[src/rtl/button_gesture_detector_top_macros.svh]
// ----------------------------------------------------------------------------
// Assertion macros for the button gesture detector
// Expect clk and rst in scope at the point of use.
// ----------------------------------------------------------------------------
`ifndef BUTTON_GESTURE_DETECTOR_TOP_MACROS_SVH
`define BUTTON_GESTURE_DETECTOR_TOP_MACROS_SVH

// consequent checked in the same cycle as the antecedent
`define BGD_ASSERT_SAME(lbl, ante, cons, msg) \
  lbl: assert property (@(posedge clk) disable iff (rst) (ante) |-> (cons)) \
    else $error(msg);

// consequent checked in the cycle after the antecedent
`define BGD_ASSERT_NEXT(lbl, ante, cons, msg) \
  lbl: assert property (@(posedge clk) disable iff (rst) (ante) |=> (cons)) \
    else $error(msg);

`endif

[src/rtl/bgd_pkg.sv]
`timescale 1ns / 1ps
// ----------------------------------------------------------------------------
// bgd_pkg
// Shared constants, codes and control types of the button gesture detector.
// ----------------------------------------------------------------------------
package bgd_pkg;

  localparam int NUM_KEYS    = 5;
  localparam int PIN_BITS    = 5;
  localparam int KEY_W       = 3;
  localparam int KEY_CNT_W   = (NUM_KEYS > 1) ? $clog2(NUM_KEYS) : 1;
  localparam int TIME_W      = 32;
  localparam int CFG_W       = 16;
  localparam int CFG_IDX_W   = 2;
  localparam int MAX_EVENTS  = 10;
  localparam int EVT_IDX_W   = $clog2(MAX_EVENTS);
  localparam int EVT_CNT_W   = $clog2(MAX_EVENTS + 1);

  localparam logic [CFG_W-1:0] TICK_PERIOD_RST   = 16'd25;
  localparam logic [CFG_W-1:0] DOUBLE_WINDOW_RST = 16'd500;
  localparam logic [CFG_W-1:0] LONG_TIME_RST     = 16'd500;

  typedef enum logic [2:0] {
    EV_RELEASE      = 3'd0,
    EV_PRESS        = 3'd1,
    EV_CLICK        = 3'd2,
    EV_DOUBLE_CLICK = 3'd3,
    EV_LONG         = 3'd4,
    EV_DOUBLE_LONG  = 3'd5
  } event_code_t;

  typedef enum logic [CFG_IDX_W-1:0] {
    REG_TICK_PERIOD   = 2'd0,
    REG_DOUBLE_WINDOW = 2'd1,
    REG_LONG_TIME     = 2'd2
  } cfg_reg_t;

  typedef struct packed {
    logic                 latch;
    logic                 eval_key;
    logic [KEY_CNT_W-1:0] key;
    logic                 advance_time;
    logic                 load_out;
    logic [EVT_IDX_W-1:0] rd_idx;
    logic                 last;
  } ctrl_cmd_t;

  typedef struct packed {
    logic [EVT_CNT_W-1:0] evt_count;
    logic                 out_free;
  } dp_status_t;

endpackage

[src/rtl/bgd_pin_if.sv]
`timescale 1ns / 1ps
// ----------------------------------------------------------------------------
// bgd_pin_if
// Scan tick channel: one item carries the levels of all key pins.
// ----------------------------------------------------------------------------
interface bgd_pin_if import bgd_pkg::*; ();
  logic                valid;
  logic                ready;
  logic [PIN_BITS-1:0] pin_levels;

  modport source (output valid, output pin_levels, input ready);
  modport sink   (input valid, input pin_levels, output ready);
endinterface

[src/rtl/bgd_evt_if.sv]
`timescale 1ns / 1ps
// ----------------------------------------------------------------------------
// bgd_evt_if
// Event channel: one item per key event.
// ----------------------------------------------------------------------------
interface bgd_evt_if import bgd_pkg::*; ();
  logic             valid;
  logic             ready;
  logic [KEY_W-1:0] key_index;
  logic [2:0]       event_code;
  logic             last_of_tick;

  modport source (output valid, output key_index, output event_code,
                  output last_of_tick, input ready);
  modport sink   (input valid, input key_index, input event_code,
                  input last_of_tick, output ready);
endinterface

[src/rtl/bgd_cfg_if.sv]
`timescale 1ns / 1ps
// ----------------------------------------------------------------------------
// bgd_cfg_if
// Register write channel: register index and write data.
// ----------------------------------------------------------------------------
interface bgd_cfg_if import bgd_pkg::*; ();
  logic                 valid;
  logic                 ready;
  logic [CFG_IDX_W-1:0] index;
  logic [CFG_W-1:0]     data;

  modport source (output valid, output index, output data, input ready);
  modport sink   (input valid, input index, input data, output ready);
endinterface

[src/rtl/button_gesture_detector_top.sv]
`timescale 1ns / 1ps
// ----------------------------------------------------------------------------
// button_gesture_detector_top
// Press, release, click, double click, long press and double long press events per key from
// scan ticks of pulled-up key pins.
//
//   channel  dir  payload                                  item
//   pin_ch   in   pin_levels[4:0]                          one scan tick
//   evt_ch   out  key_index[2:0] event_code[2:0] last_of_tick  one event
//   cfg_ch   in   index[1:0] data[15:0]                    one register write
//
// A tick is accepted, then each key is evaluated in turn, then the event list is drained.
// Event drain waits on evt_ch.ready; the next tick is accepted while the
// last event of the previous one still sits in the output register.
// rst clears time, key state and config to reset values.
// cfg_ch is always ready; writes take effect on the next cycle.
// ----------------------------------------------------------------------------
`include "button_gesture_detector_top_macros.svh"

module button_gesture_detector_top import bgd_pkg::*; (
  input logic       clk,
  input logic       rst,
  bgd_pin_if.sink   pin_ch,
  bgd_evt_if.source evt_ch,
  bgd_cfg_if.sink   cfg_ch
);

  ctrl_cmd_t  cmd;
  dp_status_t status;

  bgd_ctrl u_ctrl (
    .clk       (clk),
    .rst       (rst),
    .pin_valid (pin_ch.valid),
    .pin_ready (pin_ch.ready),
    .status    (status),
    .cmd       (cmd)
  );

  bgd_dp u_dp (
    .clk        (clk),
    .rst        (rst),
    .cmd        (cmd),
    .status     (status),
    .pin_levels (pin_ch.pin_levels),
    .evt_ch     (evt_ch),
    .cfg_ch     (cfg_ch)
  );

  `BGD_ASSERT_NEXT(a_accept_busy, pin_ch.valid && pin_ch.ready, !pin_ch.ready, "ready after accept")
  `BGD_ASSERT_SAME(a_no_overwrite, cmd.load_out, status.out_free, "pending event overwritten")
  `BGD_ASSERT_NEXT(a_last_to_idle, cmd.load_out && cmd.last, pin_ch.ready, "not idle after last")
  `BGD_ASSERT_SAME(a_idle_quiet, pin_ch.ready, !cmd.load_out && !cmd.eval_key, "work while idle")

endmodule

[src/rtl/bgd_ctrl.sv]
`timescale 1ns / 1ps
// ----------------------------------------------------------------------------
// bgd_ctrl
// Sequencer: walks the keys one per cycle, then drains the event list.
// ----------------------------------------------------------------------------
module bgd_ctrl import bgd_pkg::*; (
  input  logic       clk,
  input  logic       rst,
  input  logic       pin_valid,
  output logic       pin_ready,
  input  dp_status_t status,
  output ctrl_cmd_t  cmd
);

  typedef enum logic [1:0] {
    S_IDLE,
    S_EVAL,
    S_EMIT
  } state_t;

  state_t               state;
  logic [KEY_CNT_W-1:0] key_cnt;
  logic [EVT_IDX_W-1:0] rd_idx;
  logic                 last_key;
  logic                 emit_last;
  logic                 has_events;

  assign pin_ready  = (state == S_IDLE);
  assign last_key   = (key_cnt == KEY_CNT_W'(NUM_KEYS - 1));
  assign has_events = (status.evt_count != '0);
  assign emit_last  = (EVT_CNT_W'(rd_idx) == status.evt_count - EVT_CNT_W'(1));

  always_comb begin
    cmd              = '0;
    cmd.latch        = pin_valid && pin_ready;
    cmd.eval_key     = (state == S_EVAL);
    cmd.key          = key_cnt;
    cmd.advance_time = (state == S_EVAL) && last_key;
    cmd.load_out     = (state == S_EMIT) && has_events && status.out_free;
    cmd.rd_idx       = rd_idx;
    cmd.last         = emit_last;
  end

  always_ff @(posedge clk) begin
    if (rst) begin
      state   <= S_IDLE;
      key_cnt <= '0;
      rd_idx  <= '0;
    end else begin
      case (state)
        S_IDLE: begin
          if (pin_valid) begin
            key_cnt <= '0;
            state   <= S_EVAL;
          end
        end
        S_EVAL: begin
          if (last_key) begin
            rd_idx <= '0;
            state  <= S_EMIT;
          end else begin
            key_cnt <= key_cnt + KEY_CNT_W'(1);
          end
        end
        S_EMIT: begin
          if (!has_events) begin
            state <= S_IDLE;
          end else if (status.out_free) begin
            if (emit_last) begin
              state <= S_IDLE;
            end else begin
              rd_idx <= rd_idx + EVT_IDX_W'(1);
            end
          end
        end
        default: begin
          state <= S_IDLE;
        end
      endcase
    end
  end

endmodule

[src/rtl/bgd_dp.sv]
`timescale 1ns / 1ps
// ----------------------------------------------------------------------------
// bgd_dp
// Datapath: config registers, time base, per-key state, event list and
// output register.
// ----------------------------------------------------------------------------
module bgd_dp import bgd_pkg::*; (
  input  logic                clk,
  input  logic                rst,
  input  ctrl_cmd_t           cmd,
  output dp_status_t          status,
  input  logic [PIN_BITS-1:0] pin_levels,
  bgd_evt_if.source           evt_ch,
  bgd_cfg_if.sink             cfg_ch
);

  logic [CFG_W-1:0]  tick_period;
  logic [CFG_W-1:0]  double_window;
  logic [CFG_W-1:0]  long_time;
  logic [TIME_W-1:0] time_now;

  logic [TIME_W-1:0] last_change [NUM_KEYS];
  logic [TIME_W-1:0] last_press  [NUM_KEYS];
  logic [NUM_KEYS-1:0] key_pressed;
  logic [NUM_KEYS-1:0] double_flag;
  logic [NUM_KEYS-1:0] long_reported;

  logic [PIN_BITS-1:0] pins_q;
  logic [NUM_KEYS-1:0] pins_ext;

  logic [KEY_W-1:0]     evt_key  [MAX_EVENTS];
  event_code_t          evt_code [MAX_EVENTS];
  logic [EVT_CNT_W-1:0] evt_count;

  logic             out_valid;
  logic [KEY_W-1:0] out_key;
  event_code_t      out_code;
  logic             out_last;

  logic              cur_pressed;
  logic [TIME_W-1:0] held;
  logic [TIME_W-1:0] since_press;
  logic              changed;
  logic              held_long;
  logic              cur_double;
  logic              ev_a_valid;
  logic              ev_b_valid;
  event_code_t       ev_a_code;
  event_code_t       ev_b_code;
  logic              wr_a;
  logic              wr_b;
  logic [EVT_CNT_W-1:0] idx_b;

  // keys past the pin field read as released
  always_comb begin
    for (int i = 0; i < NUM_KEYS; i++) begin
      if (i < PIN_BITS) begin
        pins_ext[i] = pins_q[i];
      end else begin
        pins_ext[i] = 1'b1;
      end
    end
  end

  assign cur_pressed = ~pins_ext[cmd.key];
  assign held        = time_now - last_change[cmd.key];
  assign since_press = time_now - last_press[cmd.key];
  assign changed     = (cur_pressed != key_pressed[cmd.key]);
  assign held_long   = (held >= TIME_W'(long_time));
  assign cur_double  = double_flag[cmd.key];

  always_comb begin
    ev_a_valid = 1'b0;
    ev_a_code  = EV_RELEASE;
    ev_b_valid = 1'b0;
    ev_b_code  = EV_CLICK;
    if (changed) begin
      ev_a_valid = 1'b1;
      ev_a_code  = cur_pressed ? EV_PRESS : EV_RELEASE;
      if (!cur_pressed && !held_long) begin
        ev_b_valid = 1'b1;
        ev_b_code  = cur_double ? EV_DOUBLE_CLICK : EV_CLICK;
      end
    end else if (cur_pressed && held_long && !long_reported[cmd.key]) begin
      ev_a_valid = 1'b1;
      ev_a_code  = cur_double ? EV_DOUBLE_LONG : EV_LONG;
    end
  end

  // events past the list capacity are dropped
  assign wr_a  = cmd.eval_key && ev_a_valid && (evt_count < EVT_CNT_W'(MAX_EVENTS));
  assign idx_b = evt_count + EVT_CNT_W'(wr_a);
  assign wr_b  = cmd.eval_key && ev_b_valid && (idx_b < EVT_CNT_W'(MAX_EVENTS));

  // config registers
  assign cfg_ch.ready = 1'b1;

  always_ff @(posedge clk) begin
    if (rst) begin
      tick_period   <= TICK_PERIOD_RST;
      double_window <= DOUBLE_WINDOW_RST;
      long_time     <= LONG_TIME_RST;
    end else if (cfg_ch.valid) begin
      case (cfg_ch.index)
        REG_TICK_PERIOD:   tick_period   <= cfg_ch.data;
        REG_DOUBLE_WINDOW: double_window <= cfg_ch.data;
        REG_LONG_TIME:     long_time     <= cfg_ch.data;
        default: ;
      endcase
    end
  end

  // time base and per-key state
  always_ff @(posedge clk) begin
    if (rst) begin
      time_now      <= '0;
      key_pressed   <= '0;
      double_flag   <= '0;
      long_reported <= '0;
      for (int i = 0; i < NUM_KEYS; i++) begin
        last_change[i] <= '0;
        last_press[i]  <= '0;
      end
    end else begin
      if (cmd.advance_time) begin
        time_now <= time_now + TIME_W'(tick_period);
      end
      if (cmd.eval_key) begin
        if (changed) begin
          if (cur_pressed) begin
            double_flag[cmd.key] <= (since_press < TIME_W'(double_window));
            last_press[cmd.key]  <= time_now;
          end else if (!held_long) begin
            double_flag[cmd.key] <= 1'b0;
          end
          last_change[cmd.key]   <= time_now;
          key_pressed[cmd.key]   <= cur_pressed;
          long_reported[cmd.key] <= 1'b0;
        end else if (cur_pressed && held_long && !long_reported[cmd.key]) begin
          double_flag[cmd.key]   <= 1'b0;
          long_reported[cmd.key] <= 1'b1;
        end
      end
    end
  end

  // event list
  always_ff @(posedge clk) begin
    if (rst) begin
      evt_count <= '0;
    end else if (cmd.latch) begin
      evt_count <= '0;
    end else if (cmd.eval_key) begin
      evt_count <= idx_b + EVT_CNT_W'(wr_b);
    end
  end

  always_ff @(posedge clk) begin
    if (cmd.latch) begin
      pins_q <= pin_levels;
    end
    if (wr_a) begin
      evt_key[evt_count[EVT_IDX_W-1:0]]  <= KEY_W'(cmd.key);
      evt_code[evt_count[EVT_IDX_W-1:0]] <= ev_a_code;
    end
    if (wr_b) begin
      evt_key[idx_b[EVT_IDX_W-1:0]]  <= KEY_W'(cmd.key);
      evt_code[idx_b[EVT_IDX_W-1:0]] <= ev_b_code;
    end
  end

  // output register
  always_ff @(posedge clk) begin
    if (rst) begin
      out_valid <= 1'b0;
    end else if (cmd.load_out) begin
      out_valid <= 1'b1;
    end else if (evt_ch.ready) begin
      out_valid <= 1'b0;
    end
  end

  always_ff @(posedge clk) begin
    if (cmd.load_out) begin
      out_key  <= evt_key[cmd.rd_idx];
      out_code <= evt_code[cmd.rd_idx];
      out_last <= cmd.last;
    end
  end

  assign evt_ch.valid        = out_valid;
  assign evt_ch.key_index    = out_key;
  assign evt_ch.event_code   = out_code;
  assign evt_ch.last_of_tick = out_last;

  assign status.evt_count = evt_count;
  assign status.out_free  = !out_valid || evt_ch.ready;

endmodule

[src/flat_wrapper.sv]
// flat-port wrapper written by rule: the top's interface ports become plain ports
module button_gesture_detector_top_flat import bgd_pkg::*;
  (clk, rst, pin_ch_valid, pin_ch_pin_levels, pin_ch_ready, evt_ch_valid, evt_ch_key_index, evt_ch_event_code, evt_ch_last_of_tick, evt_ch_ready, cfg_ch_valid, cfg_ch_index, cfg_ch_data, cfg_ch_ready);
  bgd_pin_if pin_ch_i ();
  bgd_evt_if evt_ch_i ();
  bgd_cfg_if cfg_ch_i ();
  input logic clk;
  input logic rst;
  input wire logic [$bits(pin_ch_i.valid)-1:0] pin_ch_valid;
  input wire logic [$bits(pin_ch_i.pin_levels)-1:0] pin_ch_pin_levels;
  output wire logic [$bits(pin_ch_i.ready)-1:0] pin_ch_ready;
  output wire logic [$bits(evt_ch_i.valid)-1:0] evt_ch_valid;
  output wire logic [$bits(evt_ch_i.key_index)-1:0] evt_ch_key_index;
  output wire logic [$bits(evt_ch_i.event_code)-1:0] evt_ch_event_code;
  output wire logic [$bits(evt_ch_i.last_of_tick)-1:0] evt_ch_last_of_tick;
  input wire logic [$bits(evt_ch_i.ready)-1:0] evt_ch_ready;
  input wire logic [$bits(cfg_ch_i.valid)-1:0] cfg_ch_valid;
  input wire logic [$bits(cfg_ch_i.index)-1:0] cfg_ch_index;
  input wire logic [$bits(cfg_ch_i.data)-1:0] cfg_ch_data;
  output wire logic [$bits(cfg_ch_i.ready)-1:0] cfg_ch_ready;
  assign pin_ch_i.valid = pin_ch_valid;
  assign pin_ch_i.pin_levels = pin_ch_pin_levels;
  assign pin_ch_ready = pin_ch_i.ready;
  assign evt_ch_valid = evt_ch_i.valid;
  assign evt_ch_key_index = evt_ch_i.key_index;
  assign evt_ch_event_code = evt_ch_i.event_code;
  assign evt_ch_last_of_tick = evt_ch_i.last_of_tick;
  assign evt_ch_i.ready = evt_ch_ready;
  assign cfg_ch_i.valid = cfg_ch_valid;
  assign cfg_ch_i.index = cfg_ch_index;
  assign cfg_ch_i.data = cfg_ch_data;
  assign cfg_ch_ready = cfg_ch_i.ready;
  button_gesture_detector_top u_core (.clk(clk), .rst(rst), .pin_ch(pin_ch_i), .evt_ch(evt_ch_i), .cfg_ch(cfg_ch_i));
endmodule
[config.mk]
export PLATFORM = sky130hd
export DESIGN_NAME = button_gesture_detector_top_flat
export DESIGN_NICKNAME = d
export VERILOG_FILES = /design/src/rtl/bgd_pkg.sv /design/src/rtl/bgd_pin_if.sv /design/src/rtl/bgd_evt_if.sv /design/src/rtl/bgd_cfg_if.sv /design/src/rtl/button_gesture_detector_top.sv /design/src/rtl/bgd_ctrl.sv /design/src/rtl/bgd_dp.sv /design/src/flat_wrapper.sv
export VERILOG_INCLUDE_DIRS = /design/src /design/src/rtl
export SDC_FILE = /design/constraint.sdc
export NUM_CORES = 1
export LEC_CHECK = 0
export CAP_MARGIN = 20
export CORE_MARGIN = 5
export CORE_UTILIZATION = 59
export DETAILED_ROUTE_END_ITERATION = 10
export DONT_BUFFER_PORTS = 1
export PLACE_DENSITY = 0.8
export SYNTH_ARGS = -nofsm -noshare
export SYNTH_HDL_FRONTEND = slang
export SYNTH_SLANG_ARGS = --single-unit
[constraint.sdc]
create_clock -name clk -period 9.6 [get_ports clk]
set_input_delay 0.96 -clock clk [delete_from_list [all_inputs] [get_ports clk]]
set_output_delay 0.96 -clock clk [all_outputs]
set_load 0.02 [all_outputs]
==> out/metrics.yaml, run 1 <==
outcome: "completed"
cts-root-buf: "clkbuf_16"
drive_gt1_share_pct: 14.5
hold_viol: 0
htree_levels: 3
worstHoldStart: "rst"
diodes: 0
relSlewSlack_pct: 34.1
hold_buffers: 0
io_buffers: 0
seqPwrFrac_pct: 49.8
slew_violations: 0
vias: 23700
cts_resized: 0
tns_ns: 0
critPathKind: "reg2reg"
gp_congestion: 0.947
synth-edff-count: 564
fin_worst_skew_ns: 0.0251
synthArstFlopShare_pct: 0
critPathCaptureType: "flip-flop"
dp_hpwl_mm: 60.0
n_fill_cell: 4096
syn_inst: 2772
critPathLaunchType: "flip-flop"
clkPwrFrac_pct: 41.8
grt_max_degree: 91
cts-buffers-inserted: 73
nets: 2896
p_total_mw: 6.72
grt_pass1_wl_mm: 142
cp_max_fo: 29
routedWlPerCell_um: 26.3
timing.fmax_ghz: 0.117
fin_crit_ns: 8.54
grt-ovfl-total: 0
layoutNonFillerInstCount: 3573
synth.top_cell.area_share_pct: 48.4
p_sw_mw: 1.56
arrival_ns: 9.09
swShare_pct: 23.3
cts_setup_buffers: 0
die_width_um: 254
core-area_um2: 58900
ant_nets: 0
ys_seq_area_share_pct: 55.9
drc: 0
wl_mm: 93.9
ys_types: 104
avgSynthCellArea_um2: 12.6
fp-row-count: 89
synth_fp_nets: 2926
pwr_density_cell_nw_per_um2: 175
p_leak_nw: 13.5
yosys.area.top_type: "edfxtp_1"
syn_to_final_growth_pct: 9.39
place_inst: 3437
cts.path.max_buffers: 3
clock_latency_ns: 0.63
grt_usage_pct: 29.0
timing.critical_path.required_ns: 10.15
cts.reportedPaths.clkPinSlew_ns: 0.06
min_path_type: "in2reg"
rsz0062_at_grt: "false"
setup_viol: 0
initialDrtViolationCount: 2944
antenna_found_initial: 0
peakVddDrop_mv: 0.251
synth_flop_cell: "edfxtp_1"
netlist_area_um2: 35000
hold_slack_ns: 0.420
die_area_um2: 64300
max_slew.worst_pin.slew_ns: 0.988
cts.sinks: 696
fin_crit_sh_pct: 89.0
ys_seq_elements: 696
grt_pass1_vias: 23600
cap_violations: 0
via_per_inst: 6.62
crit_slowest_cell: "dfxtp_4"
fp.dieH_um: 254
synth_warnings: 0
start_util_pct: 59.5
synth_top_cells_by_area: "edfxtp_1 48%, mux4_2 9.2%, dfxtp_1 7.5%"
ios: 38
intPower_mw: 5.15
dr.pass1.iters: 6
power.share.combinational_pct: 8.5
cts_tree: "built"
max_stage_delay_ns: 0.77
state kept, by name (all words and copies together) (netlist names), named ones only:
signal and count:
u_core.u_dp.double_window 16, u_core.u_dp.evt_ch.last_of_tick 1, u_core.u_dp.evt_code 30, u_core.u_dp.evt_ch.valid 1, u_core.u_dp.evt_count 4, u_core.u_dp.tick_period 16, u_core.u_dp.time_now 32, u_core.u_ctrl.key_cnt 3
u_core.u_dp.evt_ch.event_code 3, u_core.u_ctrl.state 2, u_core.u_dp.last_change 256, u_core.u_dp.evt_ch.key_index 3, u_core.u_dp.evt_key 30, u_core.u_dp.pins_ext 5, u_core.u_ctrl.rd_idx 4, u_core.u_dp.key_pressed 5
u_core.u_dp.last_press 256, u_core.u_dp.double_flag 5, u_core.u_dp.long_time 16
power by group through the flow:
stage | Combinational [mW] | Clock [mW] | Sequential [mW]
finish | 0.569 | 2.80 | 3.34
global route | 0.611 | 2.95 | 3.35
CTS | 0.560 | 2.82 | 3.34
detailed placement | 0.555 | 0 | 3.40
global placement | 0.546 | 0 | 3.40
floorplan | 0.412 | 0 | 3.39
metal layers:
layer	vias to the layer above	global-route usage, %	wire [um]
met5	-	0	0
met4	0	12.9	4780
met3	263	5.78	8480
met2	1299	47.9	45200
met1	11700	37.8	35400
li1	10400	-	-
per-stage QoR:
step	utilization, %	worst slack [ns]	instance area, um^2
6_report	65.0	1.06	38300
5_1_grt	65.0	0.379	38300
4_1_cts	65.0	1.16	38300
3_5_place_dp	61.0	1.19	35900
3_3_place_gp	61.0	1.26	35900
2_1_floorplan	-	1.53	35000
cells in the final DEF, fill, tap and decap left out, drive strengths merged, types with 39 or more instances in the layout:
cell | synthesis | layout
mux4 | 143 | 143
nand3 | 52 | 52
nor3 | 85 | 85
nand2 | 215 | 215
inv | 76 | 79
dfxtp | 132 | 132
edfxtp | 564 | 564
ha | 123 | 123
o21ai | 95 | 95
o211ai | 39 | 39
nor2 | 114 | 114
buf | 43 | 76
mux2i | 79 | 79
xnor2 | 45 | 45
and2 | 292 | 292
clkbuf | 137 | 103
a21oi | 152 | 152
cell families (layout without fill, tap and decap cells):
kind of cell / after synthesis / after routing / synth area share (%)
simple gates: 918 / 918 / 14.0
flops: 696 / 696 / 55.9
compound gates: 480 / 480 / 9.15
buf+inv: 257 / 285 / 3.03
mux: 229 / 229 / 11.7
fa+ha+maj: 126 / 126 / 4.57
xor+xnor: 65 / 65 / 1.63
other cells: 1 / 1 / 0.0107
final cells by class:
type / count / area (um^2) / share of cell area [%]
Inverter: 76 / 285 / 0.745
Clock inverter: 30 / 347 / 0.905
Multi-Input combinational cell: 1819 / 14500 / 38.0
Sequential cell: 696 / 19600 / 51.1
Tap cell: 773 / 967 / 2.52
Clock buffer: 103 / 2000 / 5.22
Timing Repair Buffer: 76 / 574 / 1.50
critical path: cells and delay by family (launching register included):
| kind | cells | cell delay (ns) |
|---|---|---|
| AOI/OAI and AO/OA | 11 | 2.31 |
| and+or+nand+nor | 10 | 1.92 |
| adders and majority gates | 5 | 1.31 |
| muxes | 2 | 0.82 |
| DFF | 1 | 0.77 |
| xor gates and xnor gates | 3 | 0.74 |
| buffers and inverters | 1 | 0.56 |
cells in the mapped netlist, drive strengths merged, types with 5 or more instances:
library cell    n
o211ai         39
a311o           5
nand3          52
o31ai           6
o21ai          95
nor3           85
and2          292
nand2b         10
nor2          114
edfxtp        564
nor4b          13
nor4            9
xnor2          45
a21oi         152
nand4          23
mux2            7
a211o          10
or3            20
xor2           20
nand2         215
and3           19
mux2i          79
buf            43
o211a           8
o2111ai         5
dfxtp         132
a21o           31
or2             8
clkbuf        137
nor2b          21
o21bai          7
or4             7
mux4          143
nand3b          7
a22oi           6
o22ai          10
o21a           16
inv            76
ha            123
a211oi         27
nor3b           7
a31oi          21
final timing paths:
path | to | cells past startpoint | slack (ns)
min reg2reg | u_core.u_dp.double_window[0] | 2 | 0.46
max reg2reg | u_core.u_dp.evt_count[3] | 32 | 1.06
max | u_core.u_dp.evt_count[3] | 32 | 1.06
min | u_core.u_ctrl.state[0] | 1 | 0.42
Note: power is estimated with default switching activity, not from simulation.
==> run 2: changes to the inputs <==
- CORE_UTILIZATION: 59 -> 45
- PLACE_DENSITY: 0.8 -> 0.65
==> run 2 against run 1 <==
  * Sequential power about the same
  * Clock power rose by 3%
  * Final area rose by 1.1%
  * First-iteration DRC count is 24% lower
  * Largest power group unchanged
  * Non-clock buffer count fell by 6
  * Via count shrank 2.7%
  * Critical path depth is 1 higher
  * Sequential share of layout area decreased by 0.57 points
  * Core utilization fell by 15 points
==> out/metrics.yaml, run 2 (same netlist as run 1, synthesis figures left out) <==
pwr_density_cell_nw_per_um2: 175
timing.critical_path.required_ns: 10.16
routedWlPerCell_um: 24.2
n_fill_cell: 6655
fp-row-count: 102
cp_max_fo: 24
grt_pass1_vias: 22900
critPathKind: "reg2reg"
start_util_pct: 45.3
mostFrequentLayoutCell: "edfxtp_1"
endpoint: "u_core.u_dp.evt_count[3]"
cts_tree: "built"
clock_latency_ns: 0.63
ant_nets: 0
ios: 38
post-place-ws_ns: 1.02
timing.fmax_ghz: 0.115
fin_crit_sh_pct: 90.8
worst_r2r_path_depth: 33
cts_setup_buffers: 0
hold_viol: 0
reg2reg_slack_ns: 0.88
wl_met1_mm: 39.7
nets: 2890
final_cell_mix: "564 x edfxtp_1, 291 x and2_1, 213 x nand2_1"
final_util_pct: 50.1
max_slew.worst_pin.slew_ns: 1.15
die_area_um2: 83500
top_layer: "met4"
biggestRegsByFlops: "u_core.u_dp.last_change (256), u_core.u_dp.last_press (256), u_core.u_dp.time_now (32)"
grt_usage_pct: 22.1
dp_hpwl_mm: 59.7
grt_max_degree: 91
cap_violations: 0
tns_ns: 0
grt_pass1_wl_mm: 140
wl_met2_mm: 44.6
vias: 23000
drive_gt1_share_pct: 14.7
io_buffers: 0
fin_crit_ns: 8.72
cts.sinks: 696
min_path_type: "in2reg"
max_stage_delay_ns: 0.67
gp_congestion: 0.906
relSlewSlack_pct: 22.8
rsz0062_at_grt: "false"
initialDrtViolationCount: 2249
dr.pass1.iters: 5
p_leak_nw: 13.5
fin_worst_skew_ns: 0.0279
htree_levels: 3
cts.path.max_buffers: 3
cts-root-buf: "clkbuf_16"
syn_to_final_growth_pct: 10.6
core-area_um2: 77300
cts-buffers-inserted: 73
wl_mm: 92.9
setup_viol: 0
cts.reportedPaths.clkPinSlew_ns: 0.07
crit_slowest_cell: "dfxtp_4"
fp.dieH_um: 289
slew_violations: 0
arrival_ns: 9.28
antenna_found_initial: 3
critPathLaunchType: "flip-flop"
drc: 0
die_width_um: 289
outcome: "completed"
grt-ovfl-total: 0
hold_buffers: 0
setup_ws_ns: 0.881
critPathCaptureType: "flip-flop"
cts_resized: 0
via_per_inst: 5.99
dr_wl_met3_mm: 5.99
r2r-end: "u_core.u_dp.evt_count[3]"
peakVddDrop_mv: 0.182
-- run 2: cell count changes in the layout (fill, tap and decap cells not counted), sizes merged --
cell	change
buf	-6
bufinv	+1
clkbuf	-3
clkinvlp	+5
diode	+4
-- run 2: worst max-delay path, delay by kind of cell (launching register included) --
family	cells	cell delay (ns)
buffers and inverters	1	0.24
DFF	1	0.67
xor gates and xnor gates	3	0.71
AOI/OAI and AO/OA	10	1.95
adders and majority gates	6	1.73
muxes	2	0.84
and+or+nand+nor	11	2.50
-- run 2: cell type report --
class / count / area, um^2 / area share (%)
Clock buffer: 100 / 2020 / 5.22
Tap cell: 1040 / 1300 / 3.36
Multi-Input combinational cell: 1819 / 14600 / 37.6
Inverter: 76 / 285 / 0.736
Antenna cell: 4 / 10.0 / 0.0258
Timing Repair Buffer: 70 / 558 / 1.44
Clock inverter: 36 / 405 / 1.05
Sequential cell: 696 / 19600 / 50.6
-- run 2: worst min path at each step --
stage          slack, ns                         end  depth (start not counted)                       start
6_report            0.41      u_core.u_ctrl.state[0]                          1                         rst
2_1_floorplan       0.42  u_core.u_dp.evt_code[2][1]                          1  u_core.u_dp.evt_code[2][1]
3_5_place_dp        0.44  u_core.u_dp.evt_code[6][1]                          1  u_core.u_dp.evt_code[6][1]
4_1_cts             0.39     u_core.u_dp.pins_ext[0]                          0        pin_ch_pin_levels[0]
5_1_grt             0.38      u_core.u_ctrl.state[0]                          1                         rst
3_3_place_gp        0.44  u_core.u_dp.evt_code[6][1]                          1  u_core.u_dp.evt_code[6][1]
-- run 2: per-layer routing --
layer	up-vias	track usage, %
li1	10400	-
met1	11600	31.0
met2	882	36.3
met3	156	3.11
met4	0	6.39
met5	-	0
-- run 2: metrics by stage --
stage          hold slack (ns)  instance area (um^2)  power, mW  instances
6_report                 0.413                 38700       6.77       3841
5_1_grt                  0.384                 38700       7.00       3838
4_1_cts                  0.389                 38700       6.82       3837
3_5_place_dp             0.435                 36300       3.96       3701
3_3_place_gp             0.437                 36300       3.95       3700
2_1_floorplan            0.421                 35000       3.80       2772
-- run 2: power breakdown --
| part | switching (mW) | internal, mW |
|---|---|---|
| Sequential | 0.0295 | 3.31 |
| Combinational | 0.349 | 0.215 |
| Clock | 1.19 | 1.68 |
